**config.mk**
```make
export PLATFORM = sky130hd
export DESIGN_NAME = cia_div_step
export DESIGN_NICKNAME = d
export VERILOG_FILES = /design/src/rtl/core/complex_integer_alu_macros.svh /design/src/rtl/core/cia_pkg.sv /design/src/rtl/core/cia_div_step.sv
export SDC_FILE = /design/constraint.sdc
export NUM_CORES = 1
export LEC_CHECK = 0
export ABC_AREA = 0
export BUFFER_PORTS_ARGS = -buffer_cell sky130_fd_sc_hd__buf_2
export CAP_MARGIN = 20
export CORE_MARGIN = 1.5
export CORE_UTILIZATION = 30
export CTS_BUF_LIST = sky130_fd_sc_hd__clkbuf_8 sky130_fd_sc_hd__clkbuf_16
export CTS_CLUSTER_SIZE = 28
export DETAILED_ROUTE_END_ITERATION = 10
export SKIP_LAST_GASP = 1
export SLEW_MARGIN = 5
export SYNTH_ARGS = -nofsm -noshare
export SYNTH_HDL_FRONTEND = slang
export SYNTH_SLANG_ARGS = --single-unit
export TNS_END_PERCENT = 100
```
**constraint.sdc**
```tcl
create_clock -name aclk -period 4.4 [get_ports aclk]
set_clock_uncertainty 0.05 [all_clocks]
set_input_delay 0 -clock aclk [delete_from_list [all_inputs] [get_ports aclk]]
set_output_delay 0 -clock aclk [all_outputs]
set_load 0.01 [all_outputs]
```
**src/rtl/core/complex_integer_alu_macros.svh**
```systemverilog
// Assertion macros used by the complex integer ALU top level.
`ifndef COMPLEX_INTEGER_ALU_MACROS_SVH
`define COMPLEX_INTEGER_ALU_MACROS_SVH

// Same-cycle implication, checked outside reset.
`define CIA_ASSERT_NOW(lbl, clk, rst_n, ante, cons) \
    lbl: assert property (@(posedge clk) disable iff (!rst_n) (ante) |-> (cons)) \
        else $error("complex_integer_alu: same-cycle check failed");

// Next-cycle implication, checked outside reset.
`define CIA_ASSERT_NEXT(lbl, clk, rst_n, ante, cons) \
    lbl: assert property (@(posedge clk) disable iff (!rst_n) (ante) |=> (cons)) \
        else $error("complex_integer_alu: next-cycle check failed");

`endif

```
**src/rtl/core/cia_pkg.sv**
```systemverilog
// Types and constants of the complex integer ALU.
package cia_pkg;

    localparam int OPERAND_WIDTH = 16;
    localparam int PROD_WIDTH    = 2 * OPERAND_WIDTH;
    localparam int MAG_WIDTH     = 2 * OPERAND_WIDTH + 1;
    localparam int RESULT_WIDTH  = 32;

    typedef enum logic [1:0] {
        OP_ADD = 2'd0,
        OP_SUB = 2'd1,
        OP_MUL = 2'd2,
        OP_DIV = 2'd3
    } opcode_t;

    typedef enum logic [1:0] {
        ST_OK      = 2'd0,
        ST_DIVZERO = 2'd1,
        ST_SAT     = 2'd2
    } status_t;

    typedef struct packed {
        opcode_t                           opcode;
        logic signed [OPERAND_WIDTH-1:0]   first_real;
        logic signed [OPERAND_WIDTH-1:0]   first_imag;
        logic signed [OPERAND_WIDTH-1:0]   second_real;
        logic signed [OPERAND_WIDTH-1:0]   second_imag;
    } request_t;

    typedef struct packed {
        logic signed [RESULT_WIDTH-1:0] result_real;
        logic signed [RESULT_WIDTH-1:0] result_imag;
        status_t                        status;
    } response_t;

    typedef struct packed {
        logic valid;
        logic re_neg;
        logic im_neg;
        logic dz;
    } ctl_t;

endpackage

```
**src/rtl/core/cia_div_step.sv**
```systemverilog
// One restoring-division step for both result parts, registered.
module cia_div_step (
    input  logic                            aclk,
    input  logic                            aresetn,
    input  logic                            en,
    input  cia_pkg::ctl_t                   ctl_in,
    input  logic [cia_pkg::PROD_WIDTH-1:0]  den_in,
    input  logic [cia_pkg::MAG_WIDTH-1:0]   num_re_in,
    input  logic [cia_pkg::PROD_WIDTH-1:0]  rem_re_in,
    input  logic [cia_pkg::MAG_WIDTH-1:0]   num_im_in,
    input  logic [cia_pkg::PROD_WIDTH-1:0]  rem_im_in,
    output cia_pkg::ctl_t                   ctl_out,
    output logic [cia_pkg::PROD_WIDTH-1:0]  den_out,
    output logic [cia_pkg::MAG_WIDTH-1:0]   num_re_out,
    output logic [cia_pkg::PROD_WIDTH-1:0]  rem_re_out,
    output logic [cia_pkg::MAG_WIDTH-1:0]   num_im_out,
    output logic [cia_pkg::PROD_WIDTH-1:0]  rem_im_out
);
    localparam int PW = cia_pkg::PROD_WIDTH;
    localparam int MW = cia_pkg::MAG_WIDTH;

    cia_pkg::ctl_t   ctl_reg;
    logic [PW-1:0]   den_reg;
    logic [MW-1:0]   num_re_reg, num_im_reg;
    logic [PW-1:0]   rem_re_reg, rem_im_reg;

    logic [PW:0]     sh_re, sh_im, df_re, df_im;
    logic            q_re, q_im;

    // shift the next numerator bit in and subtract when it fits
    assign sh_re = {rem_re_in, num_re_in[MW-1]};
    assign sh_im = {rem_im_in, num_im_in[MW-1]};
    assign df_re = sh_re - {1'b0, den_in};
    assign df_im = sh_im - {1'b0, den_in};
    assign q_re  = (sh_re >= {1'b0, den_in});
    assign q_im  = (sh_im >= {1'b0, den_in});

    always_ff @(posedge aclk) begin
        if (!aresetn) begin
            ctl_reg.valid <= 1'b0;
        end else if (en) begin
            ctl_reg.valid <= ctl_in.valid;
        end
        if (en) begin
            ctl_reg.re_neg <= ctl_in.re_neg;
            ctl_reg.im_neg <= ctl_in.im_neg;
            ctl_reg.dz     <= ctl_in.dz;
            den_reg        <= den_in;
            num_re_reg     <= {num_re_in[MW-2:0], q_re};
            num_im_reg     <= {num_im_in[MW-2:0], q_im};
            rem_re_reg     <= q_re ? df_re[PW-1:0] : sh_re[PW-1:0];
            rem_im_reg     <= q_im ? df_im[PW-1:0] : sh_im[PW-1:0];
        end
    end

    assign ctl_out    = ctl_reg;
    assign den_out    = den_reg;
    assign num_re_out = num_re_reg;
    assign num_im_out = num_im_reg;
    assign rem_re_out = rem_re_reg;
    assign rem_im_out = rem_im_reg;

endmodule

```
Yosys cells after proc, flatten, opt, wreduce, memory -nomap -nowiden
Cells that the tools add are included.
{ "classes": {"n_addsub": 2, "n_lt_le_gt_ge": 2, "n_mux": 2} }
{ "ops": {"columns": ["operator", "count"], "rows": [
  ["$ge 33x32->1", 2],
  ["$mux 32", 2],
  ["$sub 32x32->32", 2]
]} }
{ "word_totals": {"reg_bits": 166, "input_bits": 169, "out_inout_bits": 166, "wordCells": 15} }

Logic depth before layout (Yosys ltp)
Gate-level depths: netlist (run 1).
{ "depth": {"ltp_word": 2, "ltp_mapped": 12, "depth_no_buf": 11} }

Worst setup path after synthesis (run 1)
OpenSTA, ideal clock, no wires.
{ "synth_path": {"path_kind": "input port to flip-flop", "start": "input port den_in[10] (netlist name)", "end": "register rem_re_reg[27] (netlist: rem_re_out[27]) (data pin)", "setup_time_ns": 0.260, "arrival_ns": 2.350, "required_time_ns": 4.090, "path_slack_ns": 1.741, "path_stages": 11, "n_path_buf": 1, "path_cell_list": "inv_1 > ha_1 > a21o_1 > a211oi_1 > and2_1 > a21oi_1 > o2111ai_1 > o311ai_4 > a21oi_4 > buf_6 > mux2_2"} }
{ "synth_between": {"elab_chain_len": 2, "word_cells_on_any_way": 3, "classes_between": "add/sub (1); order compare (1); mux (1)"} }
{ "synth_rtl": {"columns": ["item", "line_no", "source"], "rows": [
  ["from (decl)", "cia_div_step.sv:7", "input logic [cia_pkg::PROD_WIDTH-1:0] den_in,"],
  ["$sub 32x32->32 or $ge 33x32->1 (tied branches)", "cia_div_step.sv:33, cia_div_step.sv:35", null],
  ["$mux 32 (*)", "cia_div_step.sv:51", "rem_re_reg <= q_re ? df_re[PW-1:0] : sh_re[PW-1:0];"],
  ["to (signal assigned)", "cia_div_step.sv:51", null],
  ["to (decl)", "cia_div_step.sv:25", "logic [PW-1:0] rem_re_reg, rem_im_reg;"]
]} }
Mark *: on every way between the ends. The rest lies on a longest branch, timed or not.
A chain may end at the register's enable or synchronous reset.

Worst setup path after layout (run 1)
{ "layout_path": {"start": "input port den_in[1] (netlist name)", "end": "register rem_re_reg[2] (netlist: rem_re_out[2]) (data pin)"} }
Same word-level chain as after synthesis.

==> summary.txt, run 1 <==
Initial antenna violation count -> 1
First-pass GRT wire length -> 46000 um
Max-cap violation count -> 0
Worst slew pin tran -> 1020 ps
Post-synthesis cell count -> 788
Post-cts sizing count -> 0
Insertion delay to the later sink of the worst-skew pair -> 430 ps
Critical path required time -> 4540 ps
Post-route minimum period -> 3540 ps
Setup slack, reg-to-reg -> 3180 ps
Setup WS post-layout -> 864 ps
Via count -> 8178
End of the worst register-to-register path -> ctl_out[3]
Die area -> 0.0332 mm2
Die Width -> 182 um
Cell taking the most area after synthesis -> edfxtp_1
Vias/cell -> 4.80
CTS sink cnt -> 166
Routed wire length -> 30800 um
VDD IR max -> 0.249 mV
Crit start category -> input pin
Routed wire per std cell -> 18.1 um
# port buffers -> 334
Final Non-Filler Cells -> 1705
DRT antenna net count -> 0
Top cell type's share of synthesized area -> 0.515
GRT Overall Usage -> 0.183
Post-synth EDFFs -> 165
Commonest cells in the netlist -> 165 x edfxtp_1, 64 x ha_1, 57 x inv_1, 50 x a21oi_1, 48 x nand2_1
Hold WS -> 133 ps
Worst Setup EP -> rem_re_out[2]
Worst R2R Path Depth -> 3
Layout area overhead -> 44.5%
Setup bufs post-CTS -> 0
# IOs -> 335
Core Rows -> 65
Vias in the first global route -> 8354
Syn nets -> 1023
Num CTS Buffers -> 17
CTS Hold Bufs -> 165
Pwr Density -> 343 mW/mm2
Largest net degree at the start of global routing -> 98
Sequential share of the synthesized area -> 0.517
Layout cells sized above 1 -> 0.329
Post-detailed-placement half-perimeter wirelength -> 22900 um
Worst path arrival time -> 3680 ps
Crit share post-route -> 0.804
Pre-CTS setup slack -> 923 ps
Top_reg_cell synth -> edfxtp_1
Nets -> 1524
Root buf cell -> clkbuf_16
LEAKAGE -> 6.09 nW
DRC -> 0
Max-slew violations -> 0
Design area -> 0.0139 mm2
GRT met2 Usage -> 0.328
Hold WC Path Type -> in2reg
Final hold viol count -> 0
Cells after DPL -> 1507
GRT busiest layer -> met2
GRT overflow -> 0
CTS max path bufs -> 2
H-tree depth -> 4
CP startpoint -> den_in[1]
Gpl congestion -> 0.880
Area contributors post-synth -> edfxtp_1 51%, ha_1 8.3%, mux2_4 3.7%
Met1 GRT Util -> 0.210
Crit path max fanout -> 24
Tot Pwr -> 4.76 mW
Syn Area/Cell -> 12.2 um2
Iter 0 DRT Violations -> 352
Util after Layout -> 0.441
CTS tree -> done
Crit path kind -> in2reg
Post-DP Area -> 0.0117 mm2
Yosys warns -> 0
Mapped Area -> 0.00962 mm2
Crit. End Element -> register
Die height -> 182 um
Initial core utilization -> 0.305
Total negative setup slack -> 0 ps
Endpoints failing setup -> 0
Most common cell in the synthesized netlist -> edfxtp_1
Slew HR -> 0.320
RSZ-0062 raised after global routing -> no
Core ar. -> 0.0316 mm2
FF+latch count, synth -> 166
Drt first pass iters -> 5
Status -> completed
Grt met3 use -> 0.0417
RR Startpoint -> ctl_out[3]
Yosys cell types -> 70
Fmax -> 283 MHz
Asr flop ratio synth -> 0
Worst-path clk slew -> 60 ps
==> worst min-delay path by stage <==
| stage | start | end | slack, ps | cells past startpoint |
|---|---|---|---|---|
| after floorplan | ctl_in[0] | ctl_out[0] | 50 | 0 |
| after global placement | num_im_in[11] | num_im_out[12] | 130 | 1 |
| after detailed placement | num_im_in[8] | num_im_out[9] | 130 | 1 |
| after CTS | rem_re_in[31] | num_re_out[0] | 100 | 5 |
| after global routing | rem_re_in[31] | num_re_out[0] | 130 | 5 |
| final | en | den_out[8] | 130 | 1 |
==> cells by family (layout without fill, tap and decap cells) <==
| kind of cell | Yosys count | count (layout) | synth area share |
|---|---|---|---|
| AND/OR/NAND/NOR | 174 | 174 | 0.0907 |
| multiplexers | 63 | 63 | 0.0818 |
| XOR/XNOR | 53 | 53 | 0.0482 |
| AO/OA/AOI/OAI | 190 | 190 | 0.138 |
| buffers and inverters | 76 | 590 | 0.0374 |
| other | 0 | 1 | 0 |
| flip-flops | 166 | 166 | 0.517 |
| adder cells (fa/ha/maj) | 66 | 66 | 0.0874 |
==> cell usage in the layout, fill, tap and decap left out, types with 10 or more instances in the layout <==
cell,synthesis,layout
buf_2,3,333
mux2_1,10,10
mux2i_1,10,10
o21ai_0,36,36
nand2_1,48,48
xor2_1,22,22
edfxtp_1,165,165
clkbuf_16,0,17
a21oi_1,50,50
nor2_1,41,41
nor2b_1,11,11
mux2_4,24,24
nand3_1,17,17
xnor2_1,31,31
dlygate4sd3_1,0,165
mux2_2,19,19
ha_1,64,64
nand4_1,12,12
inv_1,57,57
a21o_1,23,23
==> state kept, by name, summed over array words and instances, names as in the netlist <==
register / flops
num_re_out: 33
num_im_out: 33
rem_im_out: 32
rem_re_out: 32
den_out: 32
ctl_out: 4
==> critical path, stage by stage <==
cell and delay [ps]:
dlygate4sd3_1 520, buf_2 220, inv_1 110, ha_1 310
nor2b_1 150, o31a_1 280, o31ai_2 290, a21oi_1 170
o2111ai_1 440, o311ai_4 180, a21oi_4 380, buf_12 240
mux2_2 350
==> area by class of cell <==
cell class,instances,area (um2)
tap,402,503
antenna,1,2.50
fill,2906,17600
timing repair buffer,501,3370
clock inverter,15,131
sequential,166,4970
clock buffer,17,425
multi-input combinational,546,4290
inverter,57,214
==> report_power, final <==
group / switching (mW) / internal [mW]
logic: 0.685 / 0.624
registers: 0.0486 / 1.96
clock network: 0.664 / 0.781
==> routing by layer <==
metal / wire length (um) / part of all wire / vias to the layer above
met5: 0 / 0 / -
met4: 872 / 0.028 / 0
met3: 1580 / 0.051 / 47
met2: 15300 / 0.50 / 282
met1: 13000 / 0.42 / 3876
li1: - / - / 3973
Power figures use the tool's default switching activity.
==> run 2: changes to the inputs <==
==> constraint.sdc (replaced) <==
create_clock -name aclk -period 3.2 [get_ports aclk]
set_clock_uncertainty 0.05 [all_clocks]
set_input_delay 0 -clock aclk [delete_from_list [all_inputs] [get_ports aclk]]
set_output_delay 0 -clock aclk [all_outputs]
set_load 0.01 [all_outputs]
==> run 2 against run 1 <==
Effect of this change:
- combinational power rose by 47%
- wire length up 1.7%
- cell count increased by 1.9%
- sequential share of layout area shrank 1.2 points
- sequential power grew 38%
- clock power up 40%
- critical path depth unchanged
- utilization is 1.5 points higher
==> summary.txt, run 2 (same netlist as run 1, synthesis figures left out) <==
Status -> completed
Int Pwr -> 4.78 mW (+42%)
LEAKAGE -> 6.28 nW (+3.2%)
Commonest non-fill, non-tap cell in the layout -> buf_2
Hold depth -> 4 (+3)
Vias in the first global route -> 8353 (-0.012%)
Tot Pwr -> 6.71 mW (+41%)
Routed wire per std cell -> 18.0 um (-0.22%)
Slew HR -> 0.440 (+0.120)
Register area -> 0.00497 mm2 (unchanged)
Die Width -> 182 um (unchanged)
Gpl congestion -> 0.884 (+0.50%)
Gate power share -> 0.286 (+0.011)
CTS tree -> done
Pwr Density -> 466 mW/mm2 (+36%)
H-tree depth -> 4 (unchanged)
Crit path max fanout -> 8 (-67%)
Most frequent cells in the layout -> 333 x buf_2, 165 x edfxtp_1, 163 x dlygate4sd3_1
Post-detailed-placement half-perimeter wirelength -> 23500 um (+2.7%)
Hold WC Path Type -> in2reg
Crit share post-route -> 0.988
Crit path kind -> in2reg
Vias/cell -> 4.77 (-0.59%)
Sequential power share -> 0.413 (-0.009)
Core Rows -> 65 (unchanged)
DRT antenna net count -> 0 (unchanged)
# IOs -> 335 (unchanged)
Fill count -> 2883 (-0.79%)
GRT busiest layer -> met2
Grt met3 use -> 0.0429 (+0.00120)
Fmax -> 316 MHz
Initial core utilization -> 0.305 (unchanged)
CTS sink cnt -> 166 (unchanged)
Cells after DPL -> 1534 (+1.8%)
Initial antenna violation count -> 3 (+2)
Num CTS Buffers -> 17 (unchanged)
VDD IR max -> 0.346 mV (+39%)
First-pass GRT wire length -> 46100 um (+0.24%)
# port buffers -> 334 (unchanged)
Final Non-Filler Cells -> 1738 (+1.9%)
Worst-path clk slew -> 70 ps (about the same)
Pre-CTS setup slack -> 47.4 ps (-875 ps)
Nets -> 1557 (+2.2%)
Crit. End Element -> register
DRC -> 0 (unchanged)
Routed wire length -> 31300 um (+1.7%)
Die height -> 182 um (unchanged)
Iter 0 DRT Violations -> 382 (+8.5%)
Endpoints failing setup -> 0 (unchanged)
CTS max path bufs -> 2 (unchanged)
Worst path arrival time -> 3310 ps (-370 ps)
Worst R2R Path Depth -> 3 (unchanged)
Max-slew violations -> 0 (unchanged)
Largest net degree at the start of global routing -> 88 (-10%)
Total negative setup slack -> 0 ps (unchanged)
Switch share -> 0.288 (-0.00559)
Post-route minimum period -> 3160 ps
Post-DP Area -> 0.0120 mm2 (+2.2%)
Final hold viol count -> 0 (unchanged)
Met1 GRT Util -> 0.211 (+0.000709)
Crit start category -> input pin
Clock Power Share -> 0.301 (-0.002)
NetSw -> 1.93 mW (+38%)
Root buf cell -> clkbuf_16
Die area -> 0.0332 mm2 (unchanged)
Via count -> 8287 (+1.3%)
GRT met2 Usage -> 0.333 (+0.00444)
Core ar. -> 0.0316 mm2 (unchanged)
Max-cap violation count -> 0 (unchanged)
GRT overflow -> 0 (unchanged)
Drt first pass iters -> 5 (unchanged)
Worst slew pin tran -> 840 ps (-181 ps)
GRT Overall Usage -> 0.183 (+0.000697)
Layout cells sized above 1 -> 0.357 (+0.0278)
Setup WS post-layout -> 39.9 ps (-824 ps)
Area of the multi-input gates -> 0.00443 mm2 (+3.3%)
Layout area overhead -> 49.5%
Insertion delay to the later sink of the worst-skew pair -> 440 ps (about the same)
RSZ-0062 raised after global routing -> yes
Critical path required time -> 3350 ps (-1190 ps)
Design area -> 0.0144 mm2 (+3.4%)
-- run 2: cell types whose count changed in the layout (fill, tap and decap cells not counted), sizes merged --
| cell | change |
|---|---|
| buf | +33 |
| clkinv | -8 |
| clkinvlp | +4 |
| inv | +3 |
| clkbuf | +2 |
| dlygate4sd3 | -2 |
| bufinv | +1 |
-- run 2: power groups by stage --
stage / Sequential [mW] / Combinational (mW) / Clock, mW
global placement: 2.81 / 1.68 / 0
CTS: 2.77 / 1.86 / 2.09
finish: 2.77 / 1.92 / 2.02
floorplan: 2.94 / 0.889 / 0
detailed placement: 2.81 / 1.69 / 0
global route: 2.79 / 2.08 / 2.15
-- run 2: critical path, stage by stage --
cell and delay, ps:
dlygate4sd3_1 520, buf_2 110, inv_1 100, ha_2 410, nand2_2 80, or4_4 490, a21oi_4 150, nor3_2 80
o21a_4 250, o31ai_4 320, o21a_4 280, buf_12 170, mux2_2 330
-- run 2: cell type report --
class,count,share of cell area
Sequential cell,166,0.346
Multi-Input combinational cell,546,0.308
Timing Repair Buffer,534,0.257
Tap cell,402,0.0350
Clock buffer,17,0.0296
Inverter,57,0.0149
Clock inverter,15,0.00974
Antenna cell,1,0.000174
-- run 2: timing repair --
item	in CTS	in global routing
hold buffers	163	0
setup buffers	0	6
endpoints found under the hold margin	162	0
gates resized for setup	0	26
setup endpoints to repair	0	60
-- run 2: layer usage --
| layer | up-vias | share of wire | routed length [um] |
|---|---|---|---|
| met5 | - | 0.0011 | 34 |
| met4 | 4 | 0.024 | 742 |
| met3 | 39 | 0.052 | 1630 |
| met2 | 271 | 0.51 | 15800 |
| met1 | 3930 | 0.42 | 13100 |
| li1 | 4043 | - | - |
-- run 2: worst paths after layout --
| path | slack (ps) | endpoint | start |
|---|---|---|---|
| max | 40 | rem_im_out[2] | den_in[10] |
| min | 20 | rem_re_out[0] | num_re_in[32] |
| max reg2reg | 1950 | ctl_out[3] | ctl_out[3] |
| min reg2reg | 1050 | ctl_out[3] | ctl_out[3] |
-- run 2: through the flow --
step,hold slack [ps],utilization
after global routing,12.8,0.456
final,18.3,0.456
after CTS,8.82,0.448
after floorplan,48.9,-
after global placement,126,0.379
after detailed placement,128,0.379
